--- src/rtl/cmvsd_pkg.sv ---
// shared types, widths and codes for the column statistics block
// no dependencies
package cmvsd_pkg;

    localparam int SAMPLE_BITS = 16;
    localparam int CNT_BITS    = 21;
    localparam int SUM_BITS    = 36;
    localparam int SQ_BITS     = 52;
    localparam int D_BITS      = 73;
    localparam int NN_BITS     = 42;
    localparam int SDSQ_BITS   = 48;
    localparam int ROOT_BITS   = 53;
    localparam logic [CNT_BITS-1:0] MAX_COUNT = CNT_BITS'(1048576);

    localparam int ALU_W     = 112;
    localparam int STEP_BITS = $clog2(ALU_W + 1);

    typedef struct packed {
        logic [15:0] sample;
        logic        last;
    } t_in;

    typedef struct packed {
        logic [23:0] mean_q8;
        logic [39:0] variance_q8;
        logic [23:0] stddev_q8;
        logic [25:0] cv_q16;
        logic [20:0] sample_count;
        logic        mean_zero;
        logic        overflowed;
    } t_out;

    typedef enum logic [1:0] {
        OP_MUL,
        OP_DIV,
        OP_SQRT
    } t_alu_op;

    typedef struct packed {
        logic    start;
        t_alu_op op;
        logic    sub;
    } t_alu_cmd;

endpackage

--- src/rtl/cmvsd_acc.sv ---
// running count, sum and sum of squares of the sample stream
// depends on cmvsd_pkg
module cmvsd_acc (
    input  logic                             i_clk,
    input  logic                             i_rst_n,
    input  logic                             i_take,
    input  cmvsd_pkg::t_in                   i_item,
    output logic [cmvsd_pkg::CNT_BITS-1:0]   o_count,
    output logic [cmvsd_pkg::SUM_BITS-1:0]   o_sum,
    output logic [cmvsd_pkg::SQ_BITS-1:0]    o_sq,
    output logic                             o_ovf
);
    import cmvsd_pkg::*;

    logic [CNT_BITS-1:0]    r_count, n_count;
    logic [SUM_BITS-1:0]    r_sum, n_sum;
    logic [SQ_BITS-1:0]     r_sq, n_sq;
    logic                   r_ovf, n_ovf;
    logic [SAMPLE_BITS-1:0] w_s;
    logic [2*SAMPLE_BITS-1:0] w_sq;

    assign w_s  = i_item.sample[SAMPLE_BITS-1:0];
    assign w_sq = w_s * w_s;

    always_comb begin
        n_count = r_count;
        n_sum   = r_sum;
        n_sq    = r_sq;
        n_ovf   = r_ovf;
        if (r_count < MAX_COUNT) begin
            n_count = r_count + CNT_BITS'(1);
            n_sum   = r_sum + SUM_BITS'(w_s);
            n_sq    = r_sq + SQ_BITS'(w_sq);
        end else begin
            n_ovf = 1'b1;
        end
    end

    assign o_count = n_count;
    assign o_sum   = n_sum;
    assign o_sq    = n_sq;
    assign o_ovf   = n_ovf;

    always_ff @(posedge i_clk) begin
        if (!i_rst_n) begin
            r_count <= '0;
            r_sum   <= '0;
            r_sq    <= '0;
            r_ovf   <= 1'b0;
        end else if (i_take) begin
            if (i_item.last) begin
                r_count <= '0;
                r_sum   <= '0;
                r_sq    <= '0;
                r_ovf   <= 1'b0;
            end else begin
                r_count <= n_count;
                r_sum   <= n_sum;
                r_sq    <= n_sq;
                r_ovf   <= n_ovf;
            end
        end
    end

endmodule

--- src/rtl/cmvsd_alu.sv ---
// shared bit-serial unit: shift-add multiply, restoring divide, digit square root
// depends on cmvsd_pkg
module cmvsd_alu (
    input  logic                          i_clk,
    input  logic                          i_rst_n,
    input  cmvsd_pkg::t_alu_cmd           i_cmd,
    input  logic [cmvsd_pkg::ALU_W-1:0]   i_acc,
    input  logic [cmvsd_pkg::ALU_W-1:0]   i_a,
    input  logic [cmvsd_pkg::ALU_W-1:0]   i_b,
    input  logic [cmvsd_pkg::ALU_W-1:0]   i_d,
    output logic                          o_busy,
    output logic                          o_done,
    output logic [cmvsd_pkg::ALU_W-1:0]   o_acc,
    output logic [cmvsd_pkg::ALU_W-1:0]   o_a,
    output logic [cmvsd_pkg::ALU_W-1:0]   o_b
);
    import cmvsd_pkg::*;

    logic [ALU_W-1:0]     r_acc, r_a, r_b, r_d;
    logic [STEP_BITS-1:0] r_cnt;
    logic                 r_busy, r_done, r_sub;
    t_alu_op              r_op;

    logic [ALU_W-1:0] w_x, w_y, w_sh;
    logic             w_sub;
    logic [ALU_W:0]   w_sum;
    logic             w_ge;
    logic [STEP_BITS-1:0] w_last;

    always_comb begin
        w_sh  = '0;
        w_x   = r_acc;
        w_y   = r_a;
        w_sub = r_sub;
        case (r_op)
            OP_MUL: begin
                w_x   = r_acc;
                w_y   = r_a;
                w_sub = r_sub;
            end
            OP_DIV: begin
                w_sh  = {r_acc[ALU_W-2:0], r_b[ALU_W-1]};
                w_x   = w_sh;
                w_y   = r_d;
                w_sub = 1'b1;
            end
            OP_SQRT: begin
                w_sh  = {r_acc[ALU_W-3:0], r_b[ALU_W-1:ALU_W-2]};
                w_x   = w_sh;
                w_y   = {r_a[ALU_W-3:0], 2'b01};
                w_sub = 1'b1;
            end
            default: begin
                w_x = r_acc;
            end
        endcase
        w_sum = {1'b0, w_x} + {1'b0, (w_sub ? ~w_y : w_y)} + (ALU_W+1)'(w_sub);
        w_ge  = w_sum[ALU_W];
        w_last = (r_op == OP_SQRT) ? STEP_BITS'(ALU_W / 2 - 1) : STEP_BITS'(ALU_W - 1);
    end

    always_ff @(posedge i_clk) begin
        if (!i_rst_n) begin
            r_busy <= 1'b0;
            r_done <= 1'b0;
            r_cnt  <= '0;
            r_op   <= OP_MUL;
            r_sub  <= 1'b0;
        end else begin
            r_done <= 1'b0;
            if (i_cmd.start) begin
                r_busy <= 1'b1;
                r_cnt  <= '0;
                r_op   <= i_cmd.op;
                r_sub  <= i_cmd.sub;
                r_acc  <= i_acc;
                r_a    <= i_a;
                r_b    <= i_b;
                r_d    <= i_d;
            end else if (r_busy) begin
                r_cnt <= r_cnt + STEP_BITS'(1);
                if (r_cnt == w_last) begin
                    r_busy <= 1'b0;
                    r_done <= 1'b1;
                end
                case (r_op)
                    OP_MUL: begin
                        if (r_b[0]) begin
                            r_acc <= w_sum[ALU_W-1:0];
                        end
                        r_a <= {r_a[ALU_W-2:0], 1'b0};
                        r_b <= {1'b0, r_b[ALU_W-1:1]};
                    end
                    OP_DIV: begin
                        r_acc <= w_ge ? w_sum[ALU_W-1:0] : w_sh;
                        r_b   <= {r_b[ALU_W-2:0], w_ge};
                    end
                    OP_SQRT: begin
                        r_acc <= w_ge ? w_sum[ALU_W-1:0] : w_sh;
                        r_b   <= {r_b[ALU_W-3:0], 2'b00};
                        r_a   <= {r_a[ALU_W-2:0], w_ge};
                    end
                    default: begin
                        r_acc <= r_acc;
                    end
                endcase
            end
        end
    end

    assign o_busy = r_busy;
    assign o_done = r_done;
    assign o_acc  = r_acc;
    assign o_a    = r_a;
    assign o_b    = r_b;

    a_done_after_busy: assert property (@(posedge i_clk) disable iff (!i_rst_n)
        r_done |-> $past(r_busy)) else $error("done without busy");
    a_no_start_busy: assert property (@(posedge i_clk) disable iff (!i_rst_n)
        r_busy && !i_cmd.start |=> r_busy || r_done) else $error("busy dropped without done");
    a_done_one: assert property (@(posedge i_clk) disable iff (!i_rst_n)
        r_done |-> !r_busy) else $error("done while busy");

endmodule

--- src/rtl/column_mean_variance_stddev_cv_top.sv ---
// column statistics top: accumulator, sequencer and result register
// depends on cmvsd_pkg, cmvsd_acc, cmvsd_alu
//
//  channel | valid   | stall   | payload
//  input   | i_valid | o_stall | i_data (t_in)
//  output  | o_valid | i_stall | o_data (t_out)
//
// a non-last sample is added to the sums; samples stream at one per cycle while idle
// a last sample starts eight passes of the shared bit-serial unit (six multiply or
// divide passes and two square-root passes), then the result waits in the output
// register until taken; input is stalled during all of that
// synchronous active-low reset clears the accumulators and the sequencer
module column_mean_variance_stddev_cv_top (
    input  logic              i_clk,
    input  logic              i_rst_n,
    input  logic              i_valid,
    input  cmvsd_pkg::t_in    i_data,
    output logic              o_stall,
    output logic              o_valid,
    output cmvsd_pkg::t_out   o_data,
    input  logic              i_stall
);
    import cmvsd_pkg::*;

    typedef enum logic [3:0] {
        S_IDLE, S_MUL_Q, S_MUL_S, S_MUL_N, S_DIV_MEAN,
        S_DIV_SD, S_SQ_SD, S_SQ_CV, S_DIV_CV, S_OUT
    } t_state;

    t_state r_state;
    logic   r_go;

    logic [CNT_BITS-1:0]  r_n;
    logic [SUM_BITS-1:0]  r_s;
    logic [SQ_BITS-1:0]   r_q;
    logic                 r_ovf;
    logic [D_BITS-1:0]    r_dd;
    logic [NN_BITS-1:0]   r_nn;
    logic [SDSQ_BITS-1:0] r_sdsq;
    logic [ROOT_BITS-1:0] r_root;
    t_out                 r_res;

    logic w_take;
    logic [CNT_BITS-1:0] w_count;
    logic [SUM_BITS-1:0] w_sum;
    logic [SQ_BITS-1:0]  w_sq;
    logic                w_ovf;

    t_alu_cmd         w_cmd;
    logic [ALU_W-1:0] w_acc0, w_a0, w_b0, w_d0, w_racc, w_ra, w_rb;
    logic             w_busy, w_done;

    assign o_stall = (r_state != S_IDLE);
    assign w_take  = i_valid && !o_stall;

    cmvsd_acc u_acc (
        .i_clk   (i_clk),
        .i_rst_n (i_rst_n),
        .i_take  (w_take),
        .i_item  (i_data),
        .o_count (w_count),
        .o_sum   (w_sum),
        .o_sq    (w_sq),
        .o_ovf   (w_ovf)
    );

    always_comb begin
        w_cmd.start = r_go;
        w_cmd.op    = OP_MUL;
        w_cmd.sub   = 1'b0;
        w_acc0 = '0;
        w_a0   = '0;
        w_b0   = '0;
        w_d0   = '0;
        case (r_state)
            S_MUL_Q: begin
                w_a0 = ALU_W'(r_q);
                w_b0 = ALU_W'(r_n);
            end
            S_MUL_S: begin
                w_cmd.sub = 1'b1;
                w_acc0 = ALU_W'(r_dd);
                w_a0   = ALU_W'(r_s);
                w_b0   = ALU_W'(r_s);
            end
            S_MUL_N: begin
                w_a0 = ALU_W'(r_n);
                w_b0 = ALU_W'(r_n);
            end
            S_DIV_MEAN: begin
                w_cmd.op = OP_DIV;
                w_b0 = ALU_W'({r_s, 8'h00});
                w_d0 = ALU_W'(r_n);
            end
            S_DIV_SD: begin
                w_cmd.op = OP_DIV;
                w_b0 = ALU_W'({r_dd, 16'h0000});
                w_d0 = ALU_W'(r_nn);
            end
            S_SQ_SD: begin
                w_cmd.op = OP_SQRT;
                w_b0 = ALU_W'(r_sdsq);
            end
            S_SQ_CV: begin
                w_cmd.op = OP_SQRT;
                w_b0 = ALU_W'({r_dd, 32'h0000_0000});
            end
            S_DIV_CV: begin
                w_cmd.op = OP_DIV;
                w_b0 = ALU_W'(r_root);
                w_d0 = ALU_W'(r_s);
            end
            default: begin
                w_cmd.start = 1'b0;
            end
        endcase
    end

    cmvsd_alu u_alu (
        .i_clk   (i_clk),
        .i_rst_n (i_rst_n),
        .i_cmd   (w_cmd),
        .i_acc   (w_acc0),
        .i_a     (w_a0),
        .i_b     (w_b0),
        .i_d     (w_d0),
        .o_busy  (w_busy),
        .o_done  (w_done),
        .o_acc   (w_racc),
        .o_a     (w_ra),
        .o_b     (w_rb)
    );

    always_ff @(posedge i_clk) begin
        if (!i_rst_n) begin
            r_state <= S_IDLE;
            r_go    <= 1'b0;
        end else begin
            r_go <= 1'b0;
            case (r_state)
                S_IDLE: begin
                    if (w_take && i_data.last) begin
                        r_n     <= w_count;
                        r_s     <= w_sum;
                        r_q     <= w_sq;
                        r_ovf   <= w_ovf;
                        r_state <= S_MUL_Q;
                        r_go    <= 1'b1;
                    end
                end
                S_MUL_Q: begin
                    if (w_done) begin
                        r_dd    <= w_racc[D_BITS-1:0];
                        r_state <= S_MUL_S;
                        r_go    <= 1'b1;
                    end
                end
                S_MUL_S: begin
                    if (w_done) begin
                        r_dd    <= w_racc[D_BITS-1:0];
                        r_state <= S_MUL_N;
                        r_go    <= 1'b1;
                    end
                end
                S_MUL_N: begin
                    if (w_done) begin
                        r_nn    <= w_racc[NN_BITS-1:0];
                        r_state <= S_DIV_MEAN;
                        r_go    <= 1'b1;
                    end
                end
                S_DIV_MEAN: begin
                    if (w_done) begin
                        r_res.mean_q8 <= w_rb[23:0];
                        r_state       <= S_DIV_SD;
                        r_go          <= 1'b1;
                    end
                end
                S_DIV_SD: begin
                    if (w_done) begin
                        r_sdsq            <= w_rb[SDSQ_BITS-1:0];
                        r_res.variance_q8 <= w_rb[47:8];
                        r_state           <= S_SQ_SD;
                        r_go              <= 1'b1;
                    end
                end
                S_SQ_SD: begin
                    if (w_done) begin
                        r_res.stddev_q8 <= w_ra[23:0];
                        r_state         <= S_SQ_CV;
                        r_go            <= 1'b1;
                    end
                end
                S_SQ_CV: begin
                    if (w_done) begin
                        r_root  <= w_ra[ROOT_BITS-1:0];
                        r_state <= S_DIV_CV;
                        r_go    <= 1'b1;
                    end
                end
                S_DIV_CV: begin
                    if (w_done) begin
                        r_res.cv_q16       <= (r_s == '0) ? 26'd0 : w_rb[25:0];
                        r_res.mean_zero    <= (r_s == '0);
                        r_res.sample_count <= r_n;
                        r_res.overflowed   <= r_ovf;
                        r_state            <= S_OUT;
                    end
                end
                S_OUT: begin
                    if (!i_stall) begin
                        r_state <= S_IDLE;
                    end
                end
                default: begin
                    r_state <= S_IDLE;
                end
            endcase
        end
    end

    assign o_valid = (r_state == S_OUT);
    assign o_data  = r_res;

    a_start_not_idle: assert property (@(posedge i_clk) disable iff (!i_rst_n)
        w_cmd.start |-> r_state != S_IDLE && r_state != S_OUT)
        else $error("unit started outside a compute step");
    a_start_when_free: assert property (@(posedge i_clk) disable iff (!i_rst_n)
        w_cmd.start |-> !w_busy) else $error("unit started while busy");
    a_out_after_cv: assert property (@(posedge i_clk) disable iff (!i_rst_n)
        $rose(o_valid) |-> $past(r_state) == S_DIV_CV)
        else $error("result shown before last step");
    a_no_take_busy: assert property (@(posedge i_clk) disable iff (!i_rst_n)
        w_busy |-> o_stall) else $error("input open while computing");

endmodule
--- config.mk ---
export PLATFORM = sky130hd
export DESIGN_NAME = column_mean_variance_stddev_cv_top
export DESIGN_NICKNAME = d
export VERILOG_FILES = /design/src/rtl/cmvsd_pkg.sv /design/src/rtl/cmvsd_acc.sv /design/src/rtl/cmvsd_alu.sv /design/src/rtl/column_mean_variance_stddev_cv_top.sv
export SDC_FILE = /design/constraint.sdc
export NUM_CORES = 2
export LEC_CHECK = 0
export ABC_AREA = 1
export BUFFER_PORTS_ARGS = -buffer_cell sky130_fd_sc_hd__buf_2
export CAP_MARGIN = 20
export CORE_MARGIN = 3
export CORE_UTILIZATION = 39
export DETAILED_ROUTE_END_ITERATION = 8
export HOLD_SLACK_MARGIN = 0.12
export PLACE_DENSITY = 0.66
export SETUP_SLACK_MARGIN = 0.1
export SKIP_CTS_REPAIR_TIMING = 1
export SLEW_MARGIN = 5
export SYNTH_ARGS = -nofsm -noshare
export SYNTH_HDL_FRONTEND = slang
export SYNTH_SLANG_ARGS = --single-unit
--- constraint.sdc ---
create_clock -name i_clk -period 12.4 [get_ports i_clk]
set_input_delay 1.24 -clock i_clk [delete_from_list [all_inputs] [get_ports i_clk]]
set_output_delay 1.24 -clock i_clk [all_outputs]
set_load 0.03 [all_outputs]
---- Word level (Yosys, flattened, before mapping) ----
Index checks and enable logic that the tools add are counted.
storage, ports and cells
  register bits after elaboration ......... 1038
  output and inout port bits .............. 139
  logic and storage cells ................. 147
operators by class
  add/sub/neg operators ................... 6
  $mul .................................... 1
  magnitude comparators ................... 1
  eq/ne operators ......................... 23
  muxes and demuxes ....................... 50
  bitwise gates (word level) .............. 3
  reduce and logical (&&, ||, !) cells .... 33
operator list
  kind                     count
  $mux W112                10
  $pmux W112 S2            4
  $pmux W105 S7            1
  $pmux W112 S3            1
  $pmux W52 S3             1
  $pmux W42 S3             1
  $add A112 B112 Y113      1
  $add A113 B1 Y113        1
  $not A112 Y112           1
  $mux W52                 2
  $mux W73                 1
  $mux W36                 2
  $add A52 B32 Y52         1
  $mux W21                 2
  $mux W4                  10
  $pmux W4 S10             1
  $add A36 B16 Y36         1
  $logic_not A36 Y1        1
  $mul A16 B16 Y32         1
  $reduce_and A3 Y1        10
  $add A21 B1 Y21 const B  1
  $lt A21 B21 Y1 const B   1
  $eq A4 B3 Y1 const B     4
  $ne A2 B1 Y1 const B     8
  28 further kinds         50

---- Depth between registers and ports, before layout ----
  depth after elaboration ................. 10
  gate-level depth with buffers ........... 31

---- Hierarchy ----
From an unflattened synthesis, not the netlist that was laid out.
unflattened totals
  cells, all modules ...................... 9451
  area, all modules ....................... 71198.3 um2
modules (own cells, without submodules)
  module                              instances  cells an instance  area each (um2)  sequential area each (um2)
  cmvsd_alu                           1          5435               36975.5          13693.1
  column_mean_variance_stddev_cv_top  1          1427               17414.2          12802.3
  cmvsd_acc                           1          2589               16808.6          2202.1

---- Worst setup path after synthesis ----
OpenSTA, ideal clock, no wires.
  path kind ............................... input -> register
  from .................................... input port i_rst_n
  to ...................................... register u_alu.r_acc[0] (netlist: u_alu.o_acc[0]), enable pin
  arrival time ............................ 9.831 ns
  path slack .............................. 1.822 ns
  stages .................................. 3
  buffers on the path ..................... 1
  path through ............................ clkbuf_1 -> nand2_1 -> o31ai_1
on the way
  word-level cells in the longest chain between the ends .. 1
ends and longest elaborated chain
  element                             RTL line                                  text
  from (decl)                         column_mean_variance_stddev_cv_top.sv:15  input logic i_rst_n,
  $reduce_and A4 Y1 (no source line)  n/a
  to (signal assigned)                cmvsd_alu.sv:76                           r_acc <= i_acc;
  to (signal assigned)                cmvsd_alu.sv:89                           r_acc <= w_sum[ALU_W-1:0];
  to (signal assigned)                cmvsd_alu.sv:95                           r_acc <= w_ge ? w_sum[ALU_W-1:0] : w_sh;
  to (decl)                           cmvsd_alu.sv:19                           logic [ALU_W-1:0] r_acc, r_a, r_b, r_d;
No other way between the ends.
A chain may end at the register's enable or synchronous reset.

---- Final worst setup path ----
  from .................................... register u_alu.r_op[0]
  to ...................................... register u_alu.r_acc[99] (netlist: u_alu.o_acc[99]), data pin
on the way
  word-level cells in the longest chain between the ends .. 10
  elaborated cells on any way between the ends .. 17
ends and longest elaborated chain
  element                                            RTL line                                           text
  from (decl)                                        cmvsd_alu.sv:22                                    t_alu_op r_op;
  from (signal assigned)                             cmvsd_alu.sv:74                                    r_op <= i_cmd.op;
  $eq A2 B2 Y1 or $eq A2 B1 Y1 (tied branches)       cmvsd_alu.sv:35, cmvsd_alu.sv:86
  $pmux W112 S2 or $reduce_or A2 Y1 (tied branches)  n/a
  $not A112 Y112 or $mux W1 (tied branches)          cmvsd_alu.sv:57, cmvsd_alu.sv:35
  $mux W112                                          cmvsd_alu.sv:57                                    w_sum = {1'b0, w_x} + {1'b0, (w_sub ? ~w_y : w_y)} + (ALU_W+1)'(w_sub);
  $add A112 B112 Y113                                cmvsd_alu.sv:57
  $add A113 B1 Y113                                  cmvsd_alu.sv:57
  $mux W112 (on tied branches)                       cmvsd_alu.sv:95, cmvsd_alu.sv:99, cmvsd_alu.sv:88
  $pmux W112 S2 *                                    cmvsd_alu.sv:86                                    case (r_op)
  $mux W112 *                                        cmvsd_alu.sv:80                                    end else if (r_busy) begin
  $mux W112 *                                        cmvsd_alu.sv:71                                    if (i_cmd.start) begin
  to (signal assigned)                               cmvsd_alu.sv:89
  to (signal assigned)                               cmvsd_alu.sv:95
  to (signal assigned)                               cmvsd_alu.sv:99                                    r_acc <= w_ge ? w_sum[ALU_W-1:0] : w_sh;
Mark *: on every way between the ends. The rest lies on a longest branch, timed or not. The select of a mux whose other input is x is not followed.

==> out/qor.yml <==
outcome: "finished, final reports clean"
async_reset_ff_frac: 0
start_util: 0.393
rr_worst_depth: 26
nFillCells: 16900
cts_buffers: 102
portBuffers: 159
clock_latency_ps: 770
wl_um: 260000
initialDrtViolationCount: 8281
via_per_inst: 5.65
relSlewSlack: 0.170
synth_warnings: 0
power_mw: 14.2
final_util: 0.429
syn-cell-area_sq_um: 65800
placed_area_sq_um: 68400
arrival_ps: 8580
ant_nets: 0
syn_avg_cell_area_sq_um: 7.81
vias: 60200
coreArea_sq_um: 167000
rr_startpoint: "u_alu.r_op[0]"
place_ws_ps: 4590
post-route-period-util: 0.652
leakagePower_nw: 30.4
fp.dieArea_sq_um: 174000
timing.reg2reg.setup_slack_ps: 4310
fin_ws_ps: 4310
crit_path_top_delay_cell: "ha_4"
max_freq_ghz: 0.124
grt_antenna_before_repair: 8
fin_area_sq_um: 71800
hold_path.startpoint: "r_ovf"
cp.required_ps: 12890
layout_commonest_cell: "nand2_1"
clock_skew_ps: 73.6
gp_congestion: 1.08
maxSlewViolCount: 0
ys_seq_area_frac: 0.404
wire_per_inst_um: 24.4
grt_pass1_vias: 57000
drive_gt1_frac: 0.0560
htree_levels: 3
most-common-layout-cells: "nand2_1, inv_1, edfxtp_1"
crit_path_max_fanout: 81
fin_crit_ps: 8090
cts_sinks: 928
synthToLayoutAreaGrowth_pct: 9.07
grt_overflow_total: 0
r2r-end: "u_alu.o_acc[99]"
synthFlopType: "edfxtp_1"
synthCells: 8433
io_pins: 160
dieHeight_um: 417
ys_types: 61
drc_errors: 0
clk_pin_slew_ps: 70
min_to: "o_data[0]"
drt_pass1_iterations: 8
tns_ps: 0
maxCapViolCount: 0
grt_pass1_wl_um: 379000
synth_edf_count: 801
irDropWorstVdd_v: 0.000209
setup_viol: 0
hold_depth: 0
hpwl_um: 200000
die_w_um: 417
root_buffer: "clkbuf_16"
finalHoldViolCount: 0
path_class: "reg -> reg"
cts_tree: "done"
power_density_nw_per_um2: 197
clock_path_buffers: 3
rsz0062_at_grt: "no"
syn-num-nets: 8895
endpoint_kind: "register"
cpPeakStageDelay_ps: 760
track_usage: 0.292
cpMostUsedCell: "inv_1"
worst-slew-pin-transition_ps: 1250
nets: 8828
num_rows: 150
synth_seq_cells: 928
setup.worst_path.start_class: "register"
grt_max_degree: 185
hold_path_class: "reg -> reg"
[final cells by class]
type | count | area (sq um) | share of cell area
Multi-Input combinational cell | 5643 | 32200 | 0.448
Timing Repair Buffer | 228 | 1370 | 0.0191
Sequential cell | 928 | 26600 | 0.370
Clock buffer | 122 | 2670 | 0.0372
Tap cell | 2204 | 2760 | 0.0384
Clock inverter | 69 | 702 | 0.00978
Antenna cell | 3 | 7.51 | 0.000105
Inverter | 1463 | 5510 | 0.0768
[logic make-up after synthesis]
| logic type | after synthesis | share of synthesized area |
|---|---|---|
| xor+xnor | 201 | 0.0267 |
| simple gates | 3154 | 0.193 |
| mux | 3 | 0.000475 |
| compound gates | 1844 | 0.159 |
| flops | 928 | 0.404 |
| fa+ha+maj | 441 | 0.106 |
| buf+inv | 1862 | 0.110 |
[how the worst max path moves through the flow]
stage                     cells past startpoint           from               to
after floorplan                               3        i_rst_n   u_alu.o_acc[0]
after global placement                       22      i_data[2]   u_acc.r_sq[41]
after detailed placement                     22      i_data[2]   u_acc.r_sq[49]
after CTS                                    26  u_alu.r_op[0]  u_alu.o_acc[99]
after global routing                         28  u_alu.r_op[0]  u_alu.o_acc[99]
final                                        26  u_alu.r_op[0]  u_alu.o_acc[99]
[synthesized netlist by cell type (all sizes together) (24+ instances only)]
cell	count	share of area
nand2	1899	0.11
fa	196	0.060
a221oi	60	0.0080
o22ai	192	0.018
dfxtp	127	0.039
a21oi	630	0.048
buf	115	0.011
o21bai	64	0.0073
nand4	51	0.0048
o211ai	31	0.0037
nor3	66	0.0053
xor2	147	0.020
a21o	30	0.0034
xnor2	54	0.0072
clkbuf	284	0.016
nor2	759	0.044
o221ai	69	0.0092
nor4	24	0.0023
nand3	316	0.024
edfxtp	801	0.37
o21ai	692	0.053
inv	1457	0.083
ha	245	0.047
[sequential cells by signal, indices dropped and copies added, names as in the netlist, 2 cells and up]
| signal | cells |
|---|---|
| o_data | 97 |
| r_dd | 73 |
| r_n | 21 |
| r_nn | 42 |
| r_q | 52 |
| r_root | 53 |
| r_s | 36 |
| r_sdsq | 48 |
| r_state | 4 |
| u_acc.r_count | 21 |
| u_acc.r_sq | 52 |
| u_acc.r_sum | 36 |
| u_alu.o_a | 112 |
| u_alu.o_acc | 112 |
| u_alu.o_b | 112 |
| u_alu.r_cnt | 7 |
| u_alu.r_d | 42 |
| u_alu.r_op | 2 |
[per-layer routing]
metal  part of all wire  global-route usage
met1               0.43               0.416
met3               0.12              0.0842
met5            0.00015                   0
met2               0.42               0.424
met4              0.036              0.0958
[where the power goes]
part | total (mW) | switching, mW | leakage [nW] | internal, mW
logic | 7.04 | 4.86 | 20.5 | 2.18
clock network | 3.13 | 1.41 | 1.64 | 1.73
registers | 4.00 | 0.186 | 8.29 | 3.82
[worst max-delay path: cells and delay by family (launching register included)]
| kind | cells | cell delay [ps] |
|---|---|---|
| buffers and inverters | 10 | 3260 |
| flip-flops | 1 | 410 |
| AND/OR/NAND/NOR | 8 | 1590 |
| AO/OA/AOI/OAI | 6 | 1230 |
| adder cells (fa/ha/maj) | 2 | 1140 |
[through the flow]
step,instances,hold WS [ps]
floorplan,8433,400
global placement,10500,405
detailed placement,10500,410
CTS,10700,423
global route,10700,442
finish,10700,418
(Power assumes the default switching activity.)
